File: src/rtl/tcte_pkg.sv
`default_nettype none

package tcte_pkg;

    localparam int TCTE_MAX_COLS = 80;
    localparam int TCTE_MAX_ROWS = 25;

    // control characters seen by teletype output
    localparam logic [7:0] TCTE_CH_NUL = 8'h00;
    localparam logic [7:0] TCTE_CH_BEL = 8'h07;
    localparam logic [7:0] TCTE_CH_BS  = 8'h08;
    localparam logic [7:0] TCTE_CH_LF  = 8'h0A;
    localparam logic [7:0] TCTE_CH_CR  = 8'h0D;
    localparam logic [7:0] TCTE_BLANK  = 8'h20;
    localparam logic [7:0] TCTE_ATTR_DEFAULT = 8'h07;

    // operation codes
    localparam logic [2:0] TCTE_F_TTY    = 3'd0;
    localparam logic [2:0] TCTE_F_WRCA   = 3'd1;
    localparam logic [2:0] TCTE_F_WRC    = 3'd2;
    localparam logic [2:0] TCTE_F_SCRUP  = 3'd3;
    localparam logic [2:0] TCTE_F_SCRDN  = 3'd4;
    localparam logic [2:0] TCTE_F_SETCUR = 3'd5;
    localparam logic [2:0] TCTE_F_READ   = 3'd6;

    // configuration register indexes
    localparam logic TCTE_REG_COLS = 1'b0;
    localparam logic TCTE_REG_ROWS = 1'b1;

endpackage

`default_nettype wire

File: src/rtl/tcte_mul.sv
`default_nettype none

module tcte_mul
    import tcte_pkg::*;
#(
    parameter int PW = 13
) (
    input  wire logic [5:0]    i_a,
    input  wire logic [6:0]    i_cols,
    output logic      [PW-1:0] o_prod
);

    logic [12:0] prod;

    // row count times row pitch
    assign prod   = 13'(i_a) * 13'(i_cols);
    assign o_prod = PW'(prod);

endmodule

`default_nettype wire

File: config.mk
export PLATFORM = sky130hd
export DESIGN_NAME = tcte_mul
export DESIGN_NICKNAME = d
export VERILOG_FILES = /design/src/rtl/tcte_pkg.sv /design/src/rtl/tcte_mul.sv
export SDC_FILE = /design/constraint.sdc
export NUM_CORES = 1
export LEC_CHECK = 0
export ABC_AREA = 1
export BUFFER_PORTS_ARGS = -buffer_cell sky130_fd_sc_hd__clkbuf_2
export CORE_MARGIN = 1.5
export CORE_UTILIZATION = 32
export DETAILED_ROUTE_END_ITERATION = 8
export PLACE_DENSITY = 0.56
export SYNTH_ARGS = -nofsm -noshare
export SYNTH_HDL_FRONTEND = slang
export SYNTH_SLANG_ARGS = --single-unit
File: constraint.sdc
create_clock -name vclk -period 3
set_clock_uncertainty 0.1 [all_clocks]
set_input_delay 0.3 -clock vclk [all_inputs]
set_output_delay 0.3 -clock vclk [all_outputs]
set_load 0.02 [all_outputs]
==> reports/results.ini, run 1 <==
[synth]
synthDistinctLibCells = 17
synth_area_per_cell_sq_um = 6.56
ys_seq_area_share_pct = 0
netlist_area_sq_mm = 0.00140
mappedNetlistNets = 268
netlist_instances = 213
yosys_warnings = 0

[floorplan]
die_area_sq_mm = 0.00477
die_w_microns = 69.1
ios = 26
design.core.area_sq_mm = 0.00409
start_util_pct = 34.2
dieHeight_microns = 69.1
rows = 23

[layout]
final_cell_area_sq_mm = 0.00231
antenna_cells = 0
ff_latch_area_sq_um = 0
drive_gt1_share_pct = 43.1
nets = 326
final_core_util_pct = 56.6
area_growth_pct = 65.5
nClkBuffers = 0
nFlopsAndLatches = 0

[hold_path]
min_path_type = input pin to output port
worstHoldPathCells = 5

[sta]
drv_slew = 0
period_share_pct = 115
rsz0062_at_grt = true
clock.fmax_mhz = 290
slew_headroom_pct = 87.5
tightest_slew_ps = 188
hold_viol = 0
holdWs_ps = 966
finalSetupViolCount = 9
final.setup.worst_slack_ps = -449
finalCriticalPeriod_ps = 3450

[global_route]
grt_pass1_wl_microns = 5870
grt_use_total_pct = 14.2
overflow = 0
grt_pass1_vias = 1381
antenna_found_initial = 0
grt_max_degree = 7

[worst_setup_path]
start_kind = input pin
endpoint_kind = output port
required_ps = 2600
slowest_stage = fa_1
setup.worst_path.class = input pin to output port
worst-path-max-fanout = 6
cp_top_family = adder cells
crit_arrival_ps = 3050
slowest_delay_ps = 500
cp.depth = 16
crit_chain = clkbuf_16 -> nand2_4 -> inv_2 -> fa_1 -> fa_1 -> inv_1 -> fa_1 -> inv_2 -> ha_4 -> a21oi_4 -> nor2_1 -> nor2_1 -> nand2_1 -> nand2_1 -> nand2_2 -> buf_8
crit_buf_inv = 5
cp_common_cell = fa_1

[place]
place_area_sq_mm = 0.00195
port_buffers = 26
dp_hpwl_microns = 2690
place_ws_ps = -578
gp_congestion = 0.836

[routing]
vias = 1366
drc = 0
wl_microns = 3150
drt.antenna.violating_nets = 0
post_drt_wl_per_cell_microns = 9.88
routed_via_density = 4.28
first_pass_iters = 4
drt_iter0_drc = 27

[run]
maxCapViolCount = 0

[power_and_ir_drop]
switchingPower_uw = 617
ir_drop_v = 0.000266
p_seq_share_pct = 0
cellPowerDensity_mw_per_mm2 = 535
cellLeakagePower_nw = 1.42
p_sw_share_pct = 49.9
p_clk_share_pct = 0
internal_power_uw = 620
p_comb_share_pct = 100.0

[status]
violations = negative setup slack
outcome = complete, but fails checks

-- kinds of logic after synthesis --
| family | synth area share [%] |
|---|---|
| and+or+nand+nor | 25.9 |
| buffers and inverters | 19.6 |
| adders and majority gates | 48.9 |
| AOI/OAI and AO/OA | 2.42 |
| xor gates and xnor gates | 3.14 |
-- worst paths after layout --
kind | from | endpoint | slack, ps
hold / removal | i_cols[0] | o_prod[0] | 970
setup / recovery | i_cols[4] | o_prod[10] | -450
-- what timing repair did --
action / 4_1_cts / 5_1_grt
setup endpoints to repair: 9 / 9
pin swaps: 14 / 10
setup buffers: 0 / 3
gates resized for setup: 51 / 39
hold buffers: 0 / 0
-- cells in the mapped netlist --
cell	n	share of area, %
inv_1	73	20
nand2_1	71	19
fa_1	21	30
ha_1	21	19
nand3_1	6	2.2
nor2_1	5	1.3
xor2_1	4	2.5
a21oi_1	2	0.72
nand4_1	2	0.90
a21o_1	1	0.54
a21oi_2	1	0.63
nand2_2	1	0.45
nand3_2	1	0.72
nor2_4	1	0.81
o21bai_1	1	0.54
or2_1	1	0.45
xnor2_1	1	0.63
-- power by group through the flow --
stage	clock network [mW]	logic (mW)	registers, mW
2_1_floorplan	0	0.694	0
3_3_place_gp	0	0.965	0
3_5_place_dp	0	0.967	0
4_1_cts	0	1.16	0
5_1_grt	0	1.35	0
6_report	0	1.24	0
-- cell type report --
class	count	area [sq um]
fill	397	1780
inverter	73	274
multi-input combinational	140	1410
tap	50	62.6
timing repair buffer	56	568
-- through the flow --
stage	cells	TNS, ps	total power [mW]
2_1_floorplan	213	-840	0.694
3_3_place_gp	316	-3950	0.965
3_5_place_dp	316	-3990	0.967
4_1_cts	316	-3130	1.16
5_1_grt	319	-3960	1.35
6_report	319	-3000	1.24
-- metal layers --
layer | up-vias | share of wire (%) | global-route usage (%)
met3 | 0 | 1.1 | 0
met1 | 643 | 45 | 19.4
li1 | 714 | - | -
met4 | 0 | 0 | 0
met5 | - | 0 | 0
met2 | 9 | 54 | 26.7
-- cells in the final DEF (no fill, tap or decap), drive strengths merged --
cell    instances
nor2            6
nand4           2
ha             21
a21o            1
o21bai          1
nand2          72
clkbuf         15
inv            73
fa             21
or2             1
a21oi           3
nand3           7
xnor2           1
xor2            4
buf            41
Note: power is estimated with default switching activity, not from simulation.
==> run 2: changes to the inputs <==
--- a/config.mk
+++ b/config.mk
@@ -8,9 +8,9 @@
 export ABC_AREA = 1
 export BUFFER_PORTS_ARGS = -buffer_cell sky130_fd_sc_hd__clkbuf_2
 export CORE_MARGIN = 1.5
-export CORE_UTILIZATION = 32
+export CORE_UTILIZATION = 36
 export DETAILED_ROUTE_END_ITERATION = 8
-export PLACE_DENSITY = 0.56
+export PLACE_DENSITY = 0.61
 export SYNTH_ARGS = -nofsm -noshare
 export SYNTH_HDL_FRONTEND = slang
 export SYNTH_SLANG_ARGS = --single-unit
==> run 2 against run 1 <==
The flow still finishes with violations (negative setup slack). Combinational power is essentially flat. Worst hold slack better by 4.6 ps. Maximum frequency up 0.49%. Global-route usage rose by 1.2 points. Core utilization rose by 5.5 points. Critical path type unchanged.
==> reports/results.ini, run 2 (synthesis gave the netlist of run 1 again) <==
[global_route]
antenna_found_initial = 0
overflow = 0
grt_use_total_pct = 15.4
grt_pass1_wl_microns = 5330
grt_pass1_vias = 1285
grt_max_degree = 7

[layout]
nFlopsAndLatches = 0
final_common_cell = inv_1
final_cell_mix = 57 x inv_1, 48 x nand2_1, 27 x buf_4
final_cell_area_sq_mm = 0.00229
nClkBuffers = 0
antenna_cells = 0
final_core_util_pct = 62.0
nets = 322
ff_latch_area_sq_um = 0
drive_gt1_share_pct = 43.8
area_growth_pct = 63.9

[routing]
routed_via_density = 4.39
first_pass_iters = 4
wl_microns = 3090
drt.antenna.violating_nets = 0
drt_iter0_drc = 20
drc = 0
vias = 1375
post_drt_wl_per_cell_microns = 9.88

[power_and_ir_drop]
cellPowerDensity_mw_per_mm2 = 534
ir_drop_v = 0.000283
cellLeakagePower_nw = 1.41

[sta]
clock.fmax_mhz = 291
holdWs_ps = 970
rsz0062_at_grt = true
drv_slew = 0
hold_viol = 0
slew_headroom_pct = 86.6
tightest_slew_ps = 200
finalCriticalPeriod_ps = 3430
period_share_pct = 114
final.setup.worst_slack_ps = -432
finalSetupViolCount = 8

[worst_setup_path]
cp_common_cell = fa_1
crit_chain = buf_4 -> nand2_2 -> inv_1 -> fa_1 -> inv_2 -> fa_1 -> fa_1 -> inv_2 -> ha_4 -> nand3_2 -> nand3_4 -> nand2_2 -> nand2_4 -> xor2_4 -> buf_8
slowest_delay_ps = 520
crit_arrival_ps = 3030
required_ps = 2600
setup.worst_path.class = input pin to output port
cp_top_family = adder cells
endpoint_kind = output port
start_kind = input pin
worst-path-max-fanout = 6
crit_buf_inv = 5
slowest_stage = fa_1

[run]
maxCapViolCount = 0

[floorplan]
die_area_sq_mm = 0.00426
die_w_microns = 65.3
start_util_pct = 37.9
rows = 22
ios = 26
dieHeight_microns = 65.3
design.core.area_sq_mm = 0.00369

[clock_tree]
cts-hold-fix-buffers = 0

[place]
dp_hpwl_microns = 2650
place_area_sq_mm = 0.00192
gp_congestion = 0.808
place_ws_ps = -572
port_buffers = 26

[hold_path]
worstHoldPathCells = 5
min_path_type = input pin to output port
hp-start = i_cols[0]
whs_endpoint = o_prod[0]

[status]
violations = negative setup slack
outcome = complete, but fails checks

-- run 2: where the power goes --
part	internal [mW]	switching [mW]	leakage (nW)
combinational	0.618	0.605	1.41
clock	0	0	0
sequential	0	0	0
-- run 2: final cells by class --
cell class	instances	area, sq um
fill	344	1400
tap	48	60.1
timing repair buffer	52	552
multi-input combinational	140	1400
inverter	73	274
-- run 2: timing repair --
| item | in CTS | in global routing |
|---|---|---|
| cloned | 0 | 0 |
| endpoints found under the setup margin | 9 | 9 |
| pin swaps | 26 | 24 |
| buffers inserted | 2 | 0 |
| resized for setup | 53 | 33 |
-- run 2: worst max path at each step --
stage,cells past startpoint,end,startpoint
2_1_floorplan,12,o_prod[9],i_cols[3]
3_3_place_gp,14,o_prod[9],i_a[3]
3_5_place_dp,14,o_prod[9],i_a[3]
4_1_cts,18,o_prod[12],i_a[0]
5_1_grt,18,o_prod[12],i_cols[5]
6_report,15,o_prod[8],i_a[2]
-- run 2: routing by layer --
metal | part of all wire, % | global-route usage (%)
met5 | 0 | 0
met4 | 0 | 0
met3 | 2.2 | 0
met2 | 54 | 31.4
met1 | 44 | 19.2
-- run 2: per-stage QoR --
step / TNS (ps) / instances / total power, mW
finish: -3200 / 313 / 1.22
detailed placement: -4100 / 311 / 0.962
CTS: -3530 / 313 / 1.15
global route: -4170 / 313 / 1.33
floorplan: -840 / 213 / 0.694
global placement: -3880 / 311 / 0.956
-- run 2: worst min-delay path, delay by kind of cell --
kind,cells,cell delay (ps)
and+or+nand+nor,1,50
buffers and inverters,4,420
==> run 3: changes to the inputs <==
--- a/config.mk
+++ b/config.mk
@@ -7,6 +7,7 @@
 export LEC_CHECK = 0
 export ABC_AREA = 1
 export BUFFER_PORTS_ARGS = -buffer_cell sky130_fd_sc_hd__clkbuf_2
+export CAP_MARGIN = 10
 export CORE_MARGIN = 1.5
 export CORE_UTILIZATION = 36
 export DETAILED_ROUTE_END_ITERATION = 8
==> constraint.sdc (replaced) <==
create_clock -name vclk -period 3
set_clock_uncertainty 0.1 [all_clocks]
set_input_delay 0.45 -clock vclk [all_inputs]
set_output_delay 0.45 -clock vclk [all_outputs]
set_load 0.02 [all_outputs]
==> run 3 against run 2 <==
The flow still finishes with violations (negative setup slack). Sequential share of layout area stayed put. Final area down 1.1%. Critical path type unchanged. Largest power group unchanged. Flip-flop and latch count unchanged. Worst hold slack improved by 300 ps. Non-clock buffer count grew 2.
==> reports/results.ini, run 3 (synthesis gave the netlist of run 1 again) <==
[status]
outcome = complete, but fails checks
violations = negative setup slack

[sta]
final.setup.worst_slack_ps = -814
finalSetupViolCount = 9
finalCriticalPeriod_ps = 3810
period_share_pct = 127
hold_viol = 0
clock.fmax_mhz = 262
tightest_slew_ps = 219
rsz0062_at_grt = true
slew_headroom_pct = 85.4
drv_slew = 0

[place]
port_buffers = 26
place_area_sq_mm = 0.00193
dp_hpwl_microns = 2760
gp_congestion = 0.820

[routing]
drt_iter0_drc = 26
post_drt_wl_per_cell_microns = 10.5
vias = 1384
drc = 0
first_pass_iters = 4
wl_microns = 3310
routed_via_density = 4.39
drt.antenna.violating_nets = 0

[floorplan]
dieHeight_microns = 65.3
rows = 22
design.core.area_sq_mm = 0.00369
die_area_sq_mm = 0.00426
die_w_microns = 65.3
ios = 26
start_util_pct = 37.9

[worst_setup_path]
start_kind = input pin
setup.worst_path.class = input pin to output port
required_ps = 2450
crit_arrival_ps = 3260
worst-path-max-fanout = 5
endpoint_kind = output port

[layout]
final_cell_area_sq_mm = 0.00226
final_cell_mix = 53 x inv_1, 50 x nand2_1, 22 x buf_4
drive_gt1_share_pct = 44.6
nClkBuffers = 0
nets = 324
multi_input_area_sq_mm = 0.00139
area_growth_pct = 62.1
antenna_cells = 0
nFlopsAndLatches = 0
fillers = 346
final_common_cell = inv_1
ff_latch_area_sq_um = 0

[global_route]
grt_use_total_pct = 17.4
grt_max_degree = 7
overflow = 0
grt_pass1_wl_microns = 5970
grt_pass1_vias = 1441
antenna_found_initial = 0

[clock_tree]
cts-hold-fix-buffers = 0

[power_and_ir_drop]
ir_drop_v = 0.000294
cellPowerDensity_mw_per_mm2 = 544
cellLeakagePower_nw = 1.39
total_power_mw = 1.23

[run]
maxCapViolCount = 0

[hold_path]
min_path_type = input pin to output port

==> run 3: layout make-up <==
cell class,instances,area share (%)
Tap cell,48,2.65
Multi-Input combinational cell,140,61.4
Inverter,73,12.1
Timing Repair Buffer,54,23.9
==> run 3: critical path, stage by stage <==
cell      delay [ps]
clkbuf_2         130
nand2_1           80
inv_1             50
fa_1             470
fa_1             530
inv_2             40
fa_1             540
inv_2             50
ha_4             250
or2_4            250
nand3_2           60
nand2_2           60
xor2_2           140
clkbuf_8         150
==> run 3: report_power, final <==
| group | internal (mW) | switching [mW] |
|---|---|---|
| combinational | 0.620 | 0.612 |
| clock | 0 | 0 |
| sequential | 0 | 0 |
==> run 3: worst paths after layout <==
kind         to  depth (start not counted)  startpoint
max   o_prod[9]                         14      i_a[5]
min   o_prod[0]                          5   i_cols[0]
==> run 3: metrics by stage <==
step | utilization, % | setup slack [ps] | hold slack [ps] | TNS [ps] | std cells
after CTS | 58.0 | -729 | 1260 | -5840 | 313
final | 61.4 | -814 | 1270 | -6230 | 315
after floorplan | - | -491 | 922 | -3230 | 213
after detailed placement | 52.4 | -849 | 1250 | -6690 | 312
after global placement | 52.4 | -846 | 1250 | -6540 | 312
after global routing | 61.4 | -947 | 1310 | -7320 | 315
==> run 3: routing by layer <==
metal / track usage [%] / routed length (microns)
met1: 21.5 / 1400
met2: 34.7 / 1860
met3: 0.342 / 38
met4: 1.04 / 11
met5: 0 / 0
==> run 3: what timing repair did <==
action                                  4_1_cts  5_1_grt
setup buffers                                 1        3
resized for setup                            43       49
pin swaps                                    12       27
endpoints found under the setup margin        9        9
